[src/design/sdlb_sqrt.sv]
// sdlb_sqrt: pipelined floor square root, one root bit per stage
// no package dependency; carries a tag alongside each request
`default_nettype none

module sdlb_sqrt #(
  parameter int VW = 64,
  parameter int SW = 1
) (
  input  wire logic          clk,
  input  wire logic          rst,
  input  wire logic          valid,
  input  wire logic [VW-1:0] rad,
  input  wire logic [SW-1:0] tag,
  output logic               r_valid,
  output logic [VW/2-1:0]    root,
  output logic [SW-1:0]      r_tag
);

  localparam int RW = VW / 2;

  logic [RW:0]   v;
  logic [VW-1:0] rd  [RW+1];
  logic [RW+1:0] rem [RW+1];
  logic [RW-1:0] rt  [RW+1];
  logic [SW-1:0] sd  [RW+1];

  always_ff @(posedge clk) begin
    if (rst) v[0] <= 1'b0;
    else     v[0] <= valid;
  end

  always_ff @(posedge clk) begin
    rd[0]  <= rad;
    rem[0] <= '0;
    rt[0]  <= '0;
    sd[0]  <= tag;
  end

  for (genvar g = 0; g < RW; g++) begin : step
    logic [RW+2:0] r4;
    logic [RW+2:0] trial;
    logic [RW+2:0] diff;
    logic          ge;

    assign r4    = {rem[g][RW:0], rd[g][VW-1:VW-2]};
    assign trial = {1'b0, rt[g], 2'b01};
    assign diff  = r4 - trial;
    assign ge    = (r4 >= trial);

    always_ff @(posedge clk) begin
      if (rst) v[g+1] <= 1'b0;
      else     v[g+1] <= v[g];
    end

    always_ff @(posedge clk) begin
      rem[g+1] <= ge ? diff[RW+1:0] : r4[RW+1:0];
      rt[g+1]  <= {rt[g][RW-2:0], ge};
      rd[g+1]  <= {rd[g][VW-3:0], 2'b00};
      sd[g+1]  <= sd[g];
    end
  end

  assign r_valid = v[RW];
  assign root    = rt[RW];
  assign r_tag   = sd[RW];

endmodule

`default_nettype wire

[config.mk]
export PLATFORM = sky130hd
export DESIGN_NAME = sdlb_sqrt
export DESIGN_NICKNAME = d
export VERILOG_FILES = /design/src/design/sdlb_sqrt.sv
export SDC_FILE = /design/constraint.sdc
export NUM_CORES = 2
export LEC_CHECK = 0
export BUFFER_PORTS_ARGS = -buffer_cell sky130_fd_sc_hd__buf_4
export CAP_MARGIN = 10
export CORE_UTILIZATION = 40
export CTS_CLUSTER_SIZE = 28
export DETAILED_ROUTE_END_ITERATION = 10
export PLACE_DENSITY_LB_ADDON = 0.3
export SETUP_SLACK_MARGIN = 0.05
export SYNTH_ARGS = -nofsm -noshare
export SYNTH_HDL_FRONTEND = slang
export SYNTH_MEMORY_MAX_BITS = 65536
export SYNTH_SLANG_ARGS = --single-unit
[constraint.sdc]
create_clock -name clk -period 3.93 [get_ports clk]
set_clock_uncertainty 0.15 [all_clocks]
set_input_delay 0.1965 -clock clk [delete_from_list [all_inputs] [get_ports clk]]
set_output_delay 0.1965 -clock clk [all_outputs]
set_load 0.01 [all_outputs]
After elaboration in Yosys (flattened, before gate mapping)
Memories as Yosys holds them, arrays and structs flattened.
Cells that the tools add are included.
{"block": "totals", "elab_cells": 133, "mem_bits_rw": 4323, "memories": 4, "inputBits": 68, "ff_bits": 33, "out_inout_bits": 34}
{"memory": "rd", "words": 33, "width": 64, "rd": 32, "rd_clocked_by_memory_dff": 0, "wr": 33, "line_no": "22", "text": "logic [VW-1:0] rd [RW+1];"}
{"memory": "rem", "words": 33, "width": 34, "rd": 32, "rd_clocked_by_memory_dff": 0, "wr": 33, "line_no": "23", "text": "logic [RW+1:0] rem [RW+1];"}
{"memory": "rt", "words": 33, "width": 32, "rd": 33, "rd_clocked_by_memory_dff": 0, "wr": 33, "line_no": "24", "text": "logic [RW-1:0] rt [RW+1];"}
{"memory": "sd", "words": 33, "width": 1, "rd": 33, "rd_clocked_by_memory_dff": 0, "wr": 33, "line_no": "25", "text": "logic [SW-1:0] sd [RW+1];"}
{"block": "op_classes", "mux": 32, "order_cmp": 32, "n_addsub": 32}
{"cell": "$ge 35x34->1", "n": 32}
{"cell": "$mux 34", "n": 32}
{"cell": "$sub 34x34->34", "n": 32}

Longest topological paths before layout
An unclocked memory read counts as a cell.
{"block": "depth", "ltp_word": 3, "ltp_mapped": 15, "ltp_nobuf": 13}

Worst setup path before layout
No wires, ideal clock.
{"block": "synth_path", "kind": "reg2reg", "start": "memory rt[0][960] (netlist name)", "end": "memory rem[0][1064] (netlist name)", "setup_time_ns": 0.121, "arrival_ns": 3.300, "n_path_buf": 1, "stages_incl_launch_ff": 13, "setup_slack_ns": 0.359, "synth_period_minus_slack_ns": 3.571, "t_required_ns": 3.659, "cell_sequence": "dfxtp_1 > inv_1 > ha_1 > o21ai_0 > a2111oi_0 > o2111ai_1 > a211oi_1 > a21oi_1 > or3b_1 > nor4bb_1 > nor3_4 > buf_4 > mux2_2"}
{"element": "start: declaration", "line_no": "24"}
{"element": "end: declaration", "line_no": "23"}

==> impl_metrics.env <==
export IMPL_status="finished, final reports clean"
export IMPL_synth_edff_count=0
export IMPL_netlist_instances=9149
export IMPL_htreeDepth=5
export IMPL_firstDrtPassIters=6
export IMPL_timing_final_crit_period_ps=3730
export IMPL_relSlewSlack=0.280
export IMPL_worstMarginPinSlew_ps=1070
export IMPL_port_buffers=101
export IMPL_root_buffer="clkbuf_16"
export IMPL_grt_pass1_wl_um=317000
export IMPL_finalWirelength_um=198000
export IMPL_slew_violations=0
export IMPL_nNetsFinal=10200
export IMPL_yosysSeqAreaShare=0.559
export IMPL_place_area_sq_mm=0.0986
export IMPL_avgRoutedWirePerCell_um=15.3
export IMPL_gp_congestion=0.911
export IMPL_p_total_uw=72200
export IMPL_ys_ff_latch=2624
export IMPL_whs_ps=98.7
export IMPL_start_util=0.403
export IMPL_hp_class="input port to flop"
export IMPL_coreArea_sq_mm=0.233
export IMPL_rsz0062_at_grt="true"
export IMPL_syn_nets=9778
export IMPL_ir_drop_mv=0.432
export IMPL_postRouteAntennaNets=0
export IMPL_synth_top_area_cell="dfxtp_1"
export IMPL_synth_ff_type="dfxtp_1"
export IMPL_finalHoldViolCount=0
export IMPL_first_global_vias=61900
export IMPL_vias_per_cell=4.90
export IMPL_power_density_mw_per_mm2=658
export IMPL_syn_area_sq_mm=0.0939
export IMPL_drtIter0Drc=3909
export IMPL_synthTopCellsByCount="2,624 x dfxtp_1, 711 x inv_1, 628 x nand2_1"
export IMPL_num_vias=63200
export IMPL_netlist_top_cells_area="dfxtp_1 56%, ha_1 7.5%, xnor2_1 3.7%"
export IMPL_min_period_over_period=0.948
export IMPL_ys_types=86
export IMPL_crit_required_ps=4560
export IMPL_final_area_sq_mm=0.110
export IMPL_worstSetupStartpointType="flop"
export IMPL_antenna_found_initial=3
export IMPL_rr_worst_depth=14
export IMPL_drc_errors=0
export IMPL_synthToLayoutAreaGrowth_pct=16.8
export IMPL_pin_count=102
export IMPL_rows=177
export IMPL_postLayoutCoreUtil=0.471
export IMPL_cts_buffers=286
export IMPL_dieArea_sq_mm=0.237
export IMPL_p_leak_uw=0.0510
export IMPL_critPathKind="flop to flop"
export IMPL_insertion_delay_ps=930
export IMPL_grt_max_degree=45
export IMPL_async_reset_ff_frac=0
export IMPL_grt_overflow=0
export IMPL_track_usage=0.163
export IMPL_die_w_um=487
export IMPL_critical_path_arrival_ps=4360
export IMPL_avgSynthCellArea_sq_um=10.3
export IMPL_synth_top_area_share=0.559
export IMPL_clk_path_buf_depth=4
export IMPL_die_h_um=487
export IMPL_nFillCells=21300
export IMPL_synthMostInstantiatedCell="dfxtp_1"
export IMPL_maxCapViolations=0
export IMPL_clk_pin_slew_worst_paths_ps=60
export IMPL_worstPathMaxFanout=11
export IMPL_layout_drive_gt1_share=0.0842
export IMPL_setup_viol=0
export IMPL_fmax_ghz=0.268
export IMPL_crit_path_end_kind="flop"
export IMPL_min_delay_path_depth=3
export IMPL_cts_sinks=2624
export IMPL_yosys_warnings=0
export IMPL_cts_tree="built"
export IMPL_dp_hpwl_um=148000
[worst max-delay path: stages, from the launching register on]
cell and delay, ps:
dfxtp_1 330, inv_1 50, ha_1 350, nand4_1 190
a2111oi_4 280, buf_4 180, o2111ai_1 190, a211oi_2 280
buf_4 150, a21oi_1 90, or3b_1 400, nor4bb_2 200
nor3_4 260, buf_12 180, mux2_2 340
[routing by layer]
layer | vias to the layer above | part of all wire | GRT usage
met5 | - | 0 | 0
met4 | 0 | 0.035 | 0.0635
met3 | 426 | 0.042 | 0.0261
met2 | 1385 | 0.46 | 0.273
met1 | 29400 | 0.46 | 0.208
li1 | 32000 | - | -
[power by group]
part / internal (uW) / switching [uW]
clock: 16400 / 10200
combinational: 5230 / 6190
sequential: 30800 / 3350
[final cells by class]
type,count,area (sq um),share of cell area
inverters,713,2680,0.0244
well taps,3132,3920,0.0357
multi-input cells,5619,38000,0.347
repair buffers,336,2970,0.0271
clock inverters,98,1380,0.0126
diodes,2,5.00,0.0000456
flip-flops and latches,2624,52500,0.479
clock buffers,391,8120,0.0740
[worst paths after layout]
| path | start | end | slack (ps) |
|---|---|---|---|
| worst min register to register | rd[0][1590] | rd[0][1656] | 100 |
| worst max-delay path | rt[0][966] | rem[0][1072] | 200 |
| worst max register to register | rt[0][966] | rem[0][1072] | 200 |
| worst min-delay path | rst | v[7] | 100 |
[cells in the final DEF, fill, tap and decap left out, types with 229 or more instances in the layout]
master	synthesis	final
a21o_1	229	229
a21oi_1	522	521
clkbuf_16	0	291
dfxtp_1	2624	2623
ha_1	561	558
inv_1	711	711
nand2_1	628	628
nor2_1	559	558
nor3_1	230	229
o21ai_0	488	482
xnor2_1	398	398
xor2_1	396	396
[kinds of logic (layout without fill, tap and decap cells)]
group                    after synthesis  count (layout)  share of synthesized area
AND/OR/NAND/NOR                     2391            2391                      0.126
buffers and inverters                908            1538                     0.0378
adder cells (fa/ha/maj)              561             561                     0.0748
flip-flops                          2624            2624                      0.559
multiplexers                          95              95                     0.0112
other                                  1               3                  0.0000399
XOR/XNOR                             794             794                     0.0741
AO/OA/AOI/OAI                       1775            1777                      0.117
[sequential cells by signal (all words and copies together), names as in the netlist]
register / cells
rem: 974
rt: 528
rd: 1056
v: 32
sd: 33
r_valid: 1
[what timing repair did]
item / CTS / global route
buffers inserted: 0 / 5
cloned: 0 / 3
resized for setup: 3 / 22
hold endpoints to repair: 98 / 0
setup endpoints to repair: 32 / 88
pin swaps: 0 / 5
hold buffers: 134 / 0
[metrics by stage]
| step | setup WS [ps] | setup TNS [ps] | std cells |
|---|---|---|---|
| 3_3_place_gp | -198 | -3620 | 12300 |
| 3_5_place_dp | -137 | -2240 | 12300 |
| 6_report | 203 | 0 | 12900 |
| 2_1_floorplan | 359 | 0 | 9149 |
| 4_1_cts | 83.1 | 0 | 12900 |
| 5_1_grt | 9.42 | 0 | 12900 |
Note: power is estimated with default switching activity, not from simulation.
